$ cat src/mexp_pkg.sv
`timescale 1ns / 1ps

package mexp_pkg;

    // Operand and modulus width of the multiply-reduce unit
    localparam int MOD_W = 32;
    localparam int MOD_CNT_W = $clog2(MOD_W);

    // Exponent bits walked per word (8 to 32)
    localparam int WIDTH = 32;
    localparam int EXP_CNT_W = $clog2(WIDTH);

    // Width of the exponent field on the input channel
    localparam int EXP_FIELD_W = 32;

    typedef enum logic [2:0] {
        S_IDLE,
        S_RED,
        S_SQR,
        S_MUL,
        S_DONE
    } seq_state_t;

    typedef struct packed {
        logic start;
        logic [MOD_W-1:0] opa;
        logic [MOD_W-1:0] opb;
    } mul_cmd_t;

    typedef struct packed {
        logic busy;
        logic done;
    } mul_stat_t;

endpackage

$ cat src/mexp_in_if.sv
`timescale 1ns / 1ps

interface mexp_in_if;
    logic valid;
    logic ready;
    logic [mexp_pkg::MOD_W-1:0] base_value;
    logic [mexp_pkg::EXP_FIELD_W-1:0] exponent_value;

    modport source (output valid, output base_value, output exponent_value, input ready);
    modport sink (input valid, input base_value, input exponent_value, output ready);
endinterface

$ cat src/mexp_out_if.sv
`timescale 1ns / 1ps

interface mexp_out_if;
    logic valid;
    logic ready;
    logic [mexp_pkg::MOD_W-1:0] power_result;

    modport source (output valid, output power_result, input ready);
    modport sink (input valid, input power_result, output ready);
endinterface

$ cat src/mexp_mulmod.sv
`timescale 1ns / 1ps

// Interleaved multiply-reduce: one multiplier bit per cycle, MSB first.
// r = 2r mod m, then r = r + a mod m on a one bit. Needs a < m, or m = 1.
module mexp_mulmod (
    input  logic                      clk,
    input  logic                      rst_n,
    input  mexp_pkg::mul_cmd_t        cmd,
    input  logic [mexp_pkg::MOD_W-1:0] modulus,
    output mexp_pkg::mul_stat_t       stat,
    output logic [mexp_pkg::MOD_W-1:0] product
);

    logic                         busy_reg, busy_next;
    logic                         done_reg, done_next;
    logic [mexp_pkg::MOD_CNT_W-1:0] cnt_reg, cnt_next;
    logic [mexp_pkg::MOD_W-1:0]   r_reg, r_next;
    logic [mexp_pkg::MOD_W-1:0]   a_reg, a_next;
    logic [mexp_pkg::MOD_W-1:0]   b_reg, b_next;

    logic [mexp_pkg::MOD_W:0] m_ext;
    logic [mexp_pkg::MOD_W:0] dbl;
    logic [mexp_pkg::MOD_W:0] dbl_red;
    logic [mexp_pkg::MOD_W:0] sum;
    logic [mexp_pkg::MOD_W:0] sum_red;

    always_comb
    begin
        m_ext   = {1'b0, modulus};
        dbl     = {r_reg, 1'b0};
        dbl_red = (dbl >= m_ext) ? (dbl - m_ext) : dbl;
        sum     = dbl_red + (b_reg[mexp_pkg::MOD_W-1] ? {1'b0, a_reg} : '0);
        sum_red = (sum >= m_ext) ? (sum - m_ext) : sum;
    end

    always_comb
    begin
        busy_next = busy_reg;
        done_next = 1'b0;
        cnt_next  = cnt_reg;
        r_next    = r_reg;
        a_next    = a_reg;
        b_next    = b_reg;
        if (busy_reg)
        begin
            r_next = sum_red[mexp_pkg::MOD_W-1:0];
            b_next = {b_reg[mexp_pkg::MOD_W-2:0], 1'b0};
            cnt_next = cnt_reg - 1'b1;
            if (cnt_reg == '0)
            begin
                busy_next = 1'b0;
                done_next = 1'b1;
            end
        end
        else if (cmd.start)
        begin
            busy_next = 1'b1;
            cnt_next  = mexp_pkg::MOD_CNT_W'(mexp_pkg::MOD_W - 1);
            r_next    = '0;
            a_next    = cmd.opa;
            b_next    = cmd.opb;
        end
    end

    always_ff @(posedge clk or negedge rst_n)
    begin
        if (!rst_n)
        begin
            busy_reg <= 1'b0;
            done_reg <= 1'b0;
            cnt_reg  <= '0;
        end
        else
        begin
            busy_reg <= busy_next;
            done_reg <= done_next;
            cnt_reg  <= cnt_next;
        end
    end

    always_ff @(posedge clk)
    begin
        r_reg <= r_next;
        a_reg <= a_next;
        b_reg <= b_next;
    end

    assign stat.busy = busy_reg;
    assign stat.done = done_reg;
    assign product   = r_reg;

    a_done_not_busy: assert property (@(posedge clk) disable iff (!rst_n)
        done_reg |-> !busy_reg)
        else $error("mulmod done while still busy");

    a_done_follows_busy: assert property (@(posedge clk) disable iff (!rst_n)
        done_reg |-> $past(busy_reg) && $past(cnt_reg) == '0)
        else $error("mulmod done without finishing the bit walk");

    a_result_reduced: assert property (@(posedge clk) disable iff (!rst_n)
        done_reg |-> r_reg < modulus)
        else $error("mulmod result not reduced");

endmodule

$ cat src/modular_exponentiation.sv
`timescale 1ns / 1ps

// Computes base_value ** exponent_value mod modulus by square-and-multiply,
// one word at a time. All arithmetic runs on one shared multiply-reduce unit
// that walks the 32 multiplier bits of each modular product in turn:
// one product reduces the base, then each of the low WIDTH exponent bits costs
// a squaring, plus a multiply on a one bit. A zero exponent returns 1 without
// using the unit. in_ch.ready is high only between words; a finished result
// waits in the output register while the next word is taken. A modulus of 0
// behaves as 1. Write the modulus only while idle.
module modular_exponentiation (
    input  logic                          clk,
    input  logic                          rst_n,
    mexp_in_if.sink                       in_ch,
    mexp_out_if.source                    out_ch,
    input  logic                          modulus_we,
    input  logic [mexp_pkg::MOD_W-1:0]    modulus_wdata
);

    mexp_pkg::seq_state_t state_reg, state_next;

    logic [mexp_pkg::MOD_W-1:0]     modulus_reg;
    logic [mexp_pkg::MOD_W-1:0]     m_eff;
    logic [mexp_pkg::MOD_W-1:0]     base_reg, base_next;
    logic [mexp_pkg::MOD_W-1:0]     acc_reg, acc_next;
    logic [mexp_pkg::WIDTH-1:0]     exp_reg, exp_next;
    logic [mexp_pkg::EXP_CNT_W-1:0] bit_reg, bit_next;
    logic                           out_valid_reg, out_valid_next;
    logic [mexp_pkg::MOD_W-1:0]     power_result_reg, power_result_next;

    mexp_pkg::mul_cmd_t             mul_cmd;
    mexp_pkg::mul_stat_t            mul_stat;
    logic [mexp_pkg::MOD_W-1:0]     mul_product;
    logic                           in_fire;
    logic [mexp_pkg::WIDTH-1:0]     in_exp;

    assign m_eff   = (modulus_reg == '0) ? mexp_pkg::MOD_W'(1) : modulus_reg;
    assign in_exp  = in_ch.exponent_value[mexp_pkg::WIDTH-1:0];
    assign in_fire = in_ch.valid && in_ch.ready;

    assign in_ch.ready         = (state_reg == mexp_pkg::S_IDLE);
    assign out_ch.valid        = out_valid_reg;
    assign out_ch.power_result = power_result_reg;

    mexp_mulmod u_mulmod (
        .clk     (clk),
        .rst_n   (rst_n),
        .cmd     (mul_cmd),
        .modulus (m_eff),
        .stat    (mul_stat),
        .product (mul_product)
    );

    always_comb
    begin
        state_next        = state_reg;
        base_next         = base_reg;
        acc_next          = acc_reg;
        exp_next          = exp_reg;
        bit_next          = bit_reg;
        out_valid_next    = out_valid_reg && !out_ch.ready;
        power_result_next = power_result_reg;
        mul_cmd.start     = 1'b0;
        mul_cmd.opa       = acc_reg;
        mul_cmd.opb       = acc_reg;

        case (state_reg)
            mexp_pkg::S_IDLE:
            begin
                if (in_fire)
                begin
                    exp_next = in_exp;
                    bit_next = mexp_pkg::EXP_CNT_W'(mexp_pkg::WIDTH - 1);
                    acc_next = mexp_pkg::MOD_W'(1);
                    if (in_exp == '0)
                    begin
                        state_next = mexp_pkg::S_DONE;
                    end
                    else
                    begin
                        // base mod m as 1 * base
                        mul_cmd.start = 1'b1;
                        mul_cmd.opa   = mexp_pkg::MOD_W'(1);
                        mul_cmd.opb   = in_ch.base_value;
                        state_next    = mexp_pkg::S_RED;
                    end
                end
            end

            mexp_pkg::S_RED:
            begin
                if (mul_stat.done)
                begin
                    base_next     = mul_product;
                    mul_cmd.start = 1'b1;
                    state_next    = mexp_pkg::S_SQR;
                end
            end

            mexp_pkg::S_SQR:
            begin
                if (mul_stat.done)
                begin
                    acc_next = mul_product;
                    if (exp_reg[bit_reg])
                    begin
                        mul_cmd.start = 1'b1;
                        mul_cmd.opa   = base_reg;
                        mul_cmd.opb   = mul_product;
                        state_next    = mexp_pkg::S_MUL;
                    end
                    else if (bit_reg == '0)
                    begin
                        state_next = mexp_pkg::S_DONE;
                    end
                    else
                    begin
                        bit_next      = bit_reg - 1'b1;
                        mul_cmd.start = 1'b1;
                        mul_cmd.opa   = mul_product;
                        mul_cmd.opb   = mul_product;
                    end
                end
            end

            mexp_pkg::S_MUL:
            begin
                if (mul_stat.done)
                begin
                    acc_next = mul_product;
                    if (bit_reg == '0)
                    begin
                        state_next = mexp_pkg::S_DONE;
                    end
                    else
                    begin
                        bit_next      = bit_reg - 1'b1;
                        mul_cmd.start = 1'b1;
                        mul_cmd.opa   = mul_product;
                        mul_cmd.opb   = mul_product;
                        state_next    = mexp_pkg::S_SQR;
                    end
                end
            end

            mexp_pkg::S_DONE:
            begin
                // hand over once the output register is free
                if (!out_valid_reg || out_ch.ready)
                begin
                    out_valid_next    = 1'b1;
                    power_result_next = acc_reg;
                    state_next        = mexp_pkg::S_IDLE;
                end
            end

            default:
            begin
                state_next = mexp_pkg::S_IDLE;
            end
        endcase
    end

    always_ff @(posedge clk or negedge rst_n)
    begin
        if (!rst_n)
        begin
            state_reg     <= mexp_pkg::S_IDLE;
            out_valid_reg <= 1'b0;
            modulus_reg   <= mexp_pkg::MOD_W'(1);
        end
        else
        begin
            state_reg     <= state_next;
            out_valid_reg <= out_valid_next;
            if (modulus_we)
            begin
                modulus_reg <= modulus_wdata;
            end
        end
    end

    always_ff @(posedge clk)
    begin
        base_reg         <= base_next;
        acc_reg          <= acc_next;
        exp_reg          <= exp_next;
        bit_reg          <= bit_next;
        power_result_reg <= power_result_next;
    end

    a_start_when_free: assert property (@(posedge clk) disable iff (!rst_n)
        mul_cmd.start |-> !mul_stat.busy)
        else $error("multiply issued while unit busy");

    a_done_in_op_state: assert property (@(posedge clk) disable iff (!rst_n)
        mul_stat.done |-> (state_reg == mexp_pkg::S_RED || state_reg == mexp_pkg::S_SQR
                           || state_reg == mexp_pkg::S_MUL))
        else $error("multiply result outside an operation state");

    a_result_range: assert property (@(posedge clk) disable iff (!rst_n)
        out_valid_reg |-> (power_result_reg < m_eff || power_result_reg == 1))
        else $error("result not reduced by the modulus");

endmodule

$ cat src/flat_wrapper.sv
// flat-port wrapper written by rule: the top's interface ports become plain ports
module modular_exponentiation_flat 
  (clk, rst_n, modulus_we, modulus_wdata, in_ch_valid, in_ch_base_value, in_ch_exponent_value, in_ch_ready, out_ch_valid, out_ch_power_result, out_ch_ready);
  mexp_in_if in_ch_i ();
  mexp_out_if out_ch_i ();
  input  logic clk;
  input  logic rst_n;
  input  logic modulus_we;
  input  logic [mexp_pkg::MOD_W-1:0] modulus_wdata;
  input wire logic [$bits(in_ch_i.valid)-1:0] in_ch_valid;
  input wire logic [$bits(in_ch_i.base_value)-1:0] in_ch_base_value;
  input wire logic [$bits(in_ch_i.exponent_value)-1:0] in_ch_exponent_value;
  output wire logic [$bits(in_ch_i.ready)-1:0] in_ch_ready;
  output wire logic [$bits(out_ch_i.valid)-1:0] out_ch_valid;
  output wire logic [$bits(out_ch_i.power_result)-1:0] out_ch_power_result;
  input wire logic [$bits(out_ch_i.ready)-1:0] out_ch_ready;
  assign in_ch_i.valid = in_ch_valid;
  assign in_ch_i.base_value = in_ch_base_value;
  assign in_ch_i.exponent_value = in_ch_exponent_value;
  assign in_ch_ready = in_ch_i.ready;
  assign out_ch_valid = out_ch_i.valid;
  assign out_ch_power_result = out_ch_i.power_result;
  assign out_ch_i.ready = out_ch_ready;
  modular_exponentiation u_core (.clk(clk), .rst_n(rst_n), .in_ch(in_ch_i), .out_ch(out_ch_i), .modulus_we(modulus_we), .modulus_wdata(modulus_wdata));
endmodule
$ cat config.mk
export PLATFORM = sky130hd
export DESIGN_NAME = modular_exponentiation_flat
export DESIGN_NICKNAME = d
export VERILOG_FILES = /design/src/mexp_pkg.sv /design/src/mexp_in_if.sv /design/src/mexp_out_if.sv /design/src/mexp_mulmod.sv /design/src/modular_exponentiation.sv /design/src/flat_wrapper.sv
export SDC_FILE = /design/constraint.sdc
export NUM_CORES = 1
export LEC_CHECK = 0
export BUFFER_PORTS_ARGS = -buffer_cell sky130_fd_sc_hd__buf_2
export CORE_ASPECT_RATIO = 1.2
export CORE_MARGIN = 3
export CORE_UTILIZATION = 28
export CTS_CLUSTER_DIAMETER = 40
export DETAILED_ROUTE_END_ITERATION = 10
export MAX_ROUTING_LAYER = met4
export PLACE_DENSITY = 0.49
export SETUP_SLACK_MARGIN = 0.1
export SYNTH_ARGS = -nofsm -noshare
export SYNTH_HDL_FRONTEND = slang
export SYNTH_HIERARCHICAL = 1
export SYNTH_SLANG_ARGS = --single-unit
$ cat constraint.sdc
create_clock -name clk -period 16.31 [get_ports clk]
set_input_delay 0.8155 -clock clk [delete_from_list [all_inputs] [get_ports clk]]
set_output_delay 0.8155 -clock clk [all_outputs]
set_load 0.02 [all_outputs]
### Word level (Yosys, flattened, before mapping)

Index checks and enable logic that the tools add are counted.

| storage, ports and cells | value |
|---|---|
| RAM bits | 0 |
| logic and storage cells | 104 |
| bits in read-only memories | 0 |
| latch bits | 0 |
| register bits | 272 |
| memories kept | 0 |

| cells by class | value |
|---|---|
| reduce and logical (&&, ||, !) cells | 21 |
| shift-type cells | 0 |
| div/mod/pow operators | 0 |
| bitwise operators | 1 |
| add/subtract/negate cells | 5 |
| multiply operators | 0 |
| $lt $le $gt $ge | 3 |
| muxes and demuxes | 47 |
| equal/unequal tests | 12 |

Operators by type and width:

| cell | number |
|---|---|
| $mux W65 | 6 |
| $mux W32 | 9 |
| $pmux W64 S3 | 1 |
| $ge A33 B32 Y1 | 2 |
| $logic_not A32 Y1 | 2 |
| $pmux W32 S2 | 1 |
| $mux W5 | 7 |
| $add A33 B32 Y33 | 1 |
| $mux W33 | 1 |
| $sub A33 B32 Y33 | 1 |
| $sub A32 B32 Y32 | 1 |
| $mux W3 | 9 |
| $pmux W3 S5 | 1 |
| $pmux W5 S3 | 1 |
| $logic_not A5 Y1 | 2 |
| $ne A2 B2 Y1 const B | 5 |
| $sub A5 B1 Y5 const B | 2 |
| $mux W1 | 9 |
| $reduce_and A2 Y1 | 4 |
| $eq A3 B2 Y1 const B | 2 |
| $lt A5 B6 Y1 const B | 1 |
| $reduce_and A6 Y1 | 1 |
| $bmux W1 S5 | 1 |
| $reduce_and A5 Y1 | 1 |
| 14 further kinds | 18 |

### Longest topological paths before layout

| logic depth | value |
|---|---|
| depth after elaboration | 8 |
| mapped depth | 37 |

### Modules after synthesis

Netlist, hierarchy kept.

Modules (own cells, without submodules):

| module | cells an instance | area an instance (µm²) | times used |
|---|---|---|---|
| mexp_mulmod | 1077 | 9613.0 | 1 |
| modular_exponentiation | 688 | 8500.7 | 1 |

### Worst setup path after synthesis

OpenSTA, ideal clock, no wires.

| timing path | value |
|---|---|
| path type | flip-flop to flip-flop |
| start point | reg u_core/modulus_reg[25] (netlist name) |
| end point | reg u_core.u_mulmod.r_reg (netlist bit u_core/u_mulmod/product[18]) (data pin) |
| path slack | 9453 ps |
| stages on the path, launching flop included | 33 |
| setup time | 267 ps |
| arrival | 6590 ps |
| period minus slack after synthesis | 6857 ps |
| path buffers | 4 |
| cells stage by stage | dfrtp_1 > nor4_1 > nand4_1 > o21bai_1 > nor2b_1 > o21ai_0 > a21oi_1 > nor3_1 > nor3_2 > nor3_1 > clkbuf_1 > clkbuf_1 > nand2_1 > o21ai_0 > ha_1 > and2_4 > a221o_1 > a21o_1 > or4_4 > nor3_1 > nand2b_1 > xnor2_1 > ha_1 > and2_1 > and3_1 > and3b_1 > a211o_1 > a32oi_1 > nand3b_1 > buf_6 > buf_6 > mux2i_1 > nor2_1 |

| on the way | value |
|---|---|
| cells in the longest elaborated chain, start to end | 8 |
| elaborated cells on any way between the ends | 10 |
| those cells by class | add/sub: 3; order compare: 2; mux: 4; reduce/logical: 1 |

Ends and longest elaborated chain:

| what | RTL line | text |
|---|---|---|
| start, declared | modular_exponentiation.sv:22 | `logic [mexp_pkg::MOD_W-1:0] modulus_reg;` |
| start signal, assigned | modular_exponentiation.sv:170 | `modulus_reg <= mexp_pkg::MOD_W'(1);` |
| start signal, assigned | modular_exponentiation.sv:178 | `modulus_reg <= modulus_wdata;` |
| $logic_not A32 Y1 * | modular_exponentiation.sv:37 | `assign m_eff = (modulus_reg == '0) ? mexp_pkg::MOD_W'(1) : modulus_reg;` |
| $mux W32 * | modular_exponentiation.sv:37 |  |
| named net u_core.m_eff, one bit | modular_exponentiation.sv:23 | `logic [mexp_pkg::MOD_W-1:0] m_eff;` |
| $sub A33 B32 Y33 / $ge A33 B32 Y1 (equally long branches) | mexp_mulmod.sv:31 | `dbl_red = (dbl >= m_ext) ? (dbl - m_ext) : dbl;` |
| $mux W33 | mexp_mulmod.sv:31 |  |
| $add A33 B32 Y33 | mexp_mulmod.sv:32 | `sum = dbl_red + (b_reg[mexp_pkg::MOD_W-1] ? {1'b0, a_reg} : '0);` |
| $sub A32 B32 Y32 / $ge A33 B32 Y1 (equally long branches) | mexp_mulmod.sv:33 | `sum_red = (sum >= m_ext) ? (sum - m_ext) : sum;` |
| $mux W32 * | mexp_mulmod.sv:33 |  |
| $mux W32 * | mexp_mulmod.sv:44 | `if (busy_reg)` |
| end signal, assigned | mexp_mulmod.sv:83 | `r_reg <= r_next;` |
| end, declared | mexp_mulmod.sv:17 | `logic [mexp_pkg::MOD_W-1:0] r_reg, r_next;` |

Mark *: on every way through the listed nets, which the timed path passes. The rest lies on a longest branch.
A chain may end at the register's enable or synchronous reset.

### Worst setup path in the final report

| timing path | value |
|---|---|
| start point | reg u_core/modulus_reg[25] (netlist name) |
| end point | reg u_core.u_mulmod.r_reg (netlist bit u_core/u_mulmod/product[4]) (data pin) |

Same word-level chain as after synthesis.

==> impl_metrics.csv <==
group,metric,value,unit
die,die_x,238.1,um
global_route,gr-usage-met1,22.73,%
worst_setup_path,cp-end-kind,"register",
die,die_height,284.6,um
synthesis,netlist_instances,1764,
global_route,grt_pass1_wl,89130,um
drt,drc,0,
timing,setup-violations-final,0,
worst_setup_path,start_kind,"register",
synthesis,syn_area,18110,um2
cells_and_area,syn_to_final_growth,18.54,%
hold_path,hold_class,"input pin to async pin",
global_route,use_met3,2.950,%
timing,period_share,53.31,%
timing,fmax,115.0,MHz
drt,drtIter0Drc,833,
clocking,ctsHoldBuffers,0,
clocking,cts_tree,"yes",
timing,fin_skew,0.009848,ns
worst_setup_path,critical-path-slowest-cell,"o21bai_1",
drt,wire_per_inst,21.38,um
place,hpwl,42210,um
clocking,clk_pin_slew,0.05,ns
place,numPortBuffers,134,
timing,post-route-min-period,8.694,ns
worst_setup_path,required,16.61,ns
drt,ant_nets,0,
global_route,grt_max_degree,67,
cells_and_area,nets,2057,
global_route,grt_overflow,0,
synthesis,syn_nets,1968,
clocking,ctsHtreeMaxLevel,2,
clocking,post_cts_buffers,0,
clocking,clock_path_buffers,3,
cells_and_area,drive_above_1_share,18.27,%
timing,setup_tns,0,ns
die,dieArea,67760,um2
global_route,met2_usage,28.17,%
worst_setup_path,cp_max_fo,58,
global_route,track_usage,17.43,%
die,coreArea,63690,um2
worst_setup_path,crit_family,"compound AO/OA/AOI/OAI gates",
worst_setup_path,reg2reg_depth,30,
clocking,cts_resized,0,
job,drv_cap,0,
clocking,cts_root_buffer,"clkbuf_16",
global_route,top_usage_layer,"met2",
outcome,status,"complete, no violations",
drt,wl,58230,um
clocking,cts_sinks,272,
place,globalplace.congestion,0.8928,
global_route,antenna_found_initial,0,
drt,routed_via_density,5.210,
timing,worst_pin_slew,1.052,ns
clocking,clock_latency,0.59,ns
die,start_util,28.43,%
drt,vias,14190,
worst_setup_path,cpPeakStageDelay,0.49,ns
global_route,grt_pass1_vias,14660,
worst_setup_path,path_class,"register to register",
timing,hold_viol_final,0,
die,fp-row-count,101,
timing,drv_slew,0,
synthesis,syn-mean-instance-area,10.26,um2
worst_setup_path,critical_path_depth,30,
drt,first_pass_iters,5,
worst_setup_path,cp.arrival,8.99,ns
timing,rsz0062_at_grt,"no",
worst_setup_path,cp_num_buf_inv,2,
synthesis,ys_warn_count,6,
clocking,cts_made_buffers,54,
timing,relSlewSlack,29.70,%
die,io_pins,135,
[placed cells by master, fill, tap and decap left out, types with 10 or more instances in the layout]
cell type    n
a21o_1      75
inv_1       67
or2_2       37
nor4_1      21
o31ai_1     10
o21a_1      13
nand2b_1    15
dfrtp_1     42
o21ai_0    106
and2_1      73
ha_1       100
inv_6       12
buf_4       18
or2_0       30
mux2i_1     77
a21oi_1    122
nand3_1     30
a211oi_1    21
xor2_1      26
nor2b_1     10
o21bai_1    11
xnor2_1     60
nand2_1     92
nor3_1      21
nor2_1      93
and3_1      12
mux2_2      36
a221o_1     32
a22o_1      64
edfxtp_1   228
buf_2      134
nand4_1     16
clkbuf_16   57
[per-stage QoR]
| step | hold slack, ns | utilization (%) | cells | cell area, um2 | setup WS [ns] |
|---|---|---|---|---|---|
| after floorplan | 0.4547 | - | 1764 | 18110 | 9.453 |
| after global placement | 0.4744 | 30.60 | 2621 | 19490 | 7.767 |
| after detailed placement | 0.4844 | 30.60 | 2621 | 19490 | 7.608 |
| after CTS | 0.3274 | 33.69 | 2723 | 21460 | 7.554 |
| after global routing | 0.3770 | 33.69 | 2723 | 21460 | 6.850 |
| final | 0.3301 | 33.70 | 2724 | 21460 | 7.616 |
[layout make-up]
class | count | area (um2)
Clock buffer | 64 | 1493
Inverter | 69 | 259.0
Antenna cell | 1 | 2.502
Sequential cell | 272 | 7944
Fill cell | 6499 | 42230
Tap cell | 824 | 1031
Clock inverter | 38 | 475.5
Timing Repair Buffer | 152 | 805.8
Multi-Input combinational cell | 1304 | 9453
[worst paths after layout]
| kind | startpoint | endpoint | slack, ns |
|---|---|---|---|
| max | u_core/modulus_reg[25] | u_core/u_mulmod/product[4] | 7.62 |
| min | rst_n | u_core/modulus_reg[5] | 0.33 |
| max reg2reg | u_core/modulus_reg[25] | u_core/u_mulmod/product[4] | 7.62 |
| min reg2reg | u_core/u_mulmod/cnt_reg[0] | u_core/u_mulmod/cnt_reg[0] | 0.50 |
| max in group asynchronous | rst_n | u_core/out_ch.valid | 15.55 |
| min in group clk | in_ch_exponent_value[17] | u_core/exp_reg[17] | 0.41 |
[worst reg2reg max path: cells and delay by family (launching register included)]
kind	cells	cell delay [ns]
fa+ha+maj	2	0.73
mux	1	0.23
xor+xnor	1	0.29
simple gates	11	2.29
buf+inv	2	0.89
compound gates	13	3.57
flops	1	0.40
[routing by layer]
layer,share of wire (%),up-vias
li1,-,6783
met1,46,6918
met2,47,394
met3,5.2,96
met4,2.2,0
met5,0,-
Power is not shown: default switching activity piles up to over one toggle a cycle in this logic, so the estimate is an artifact.
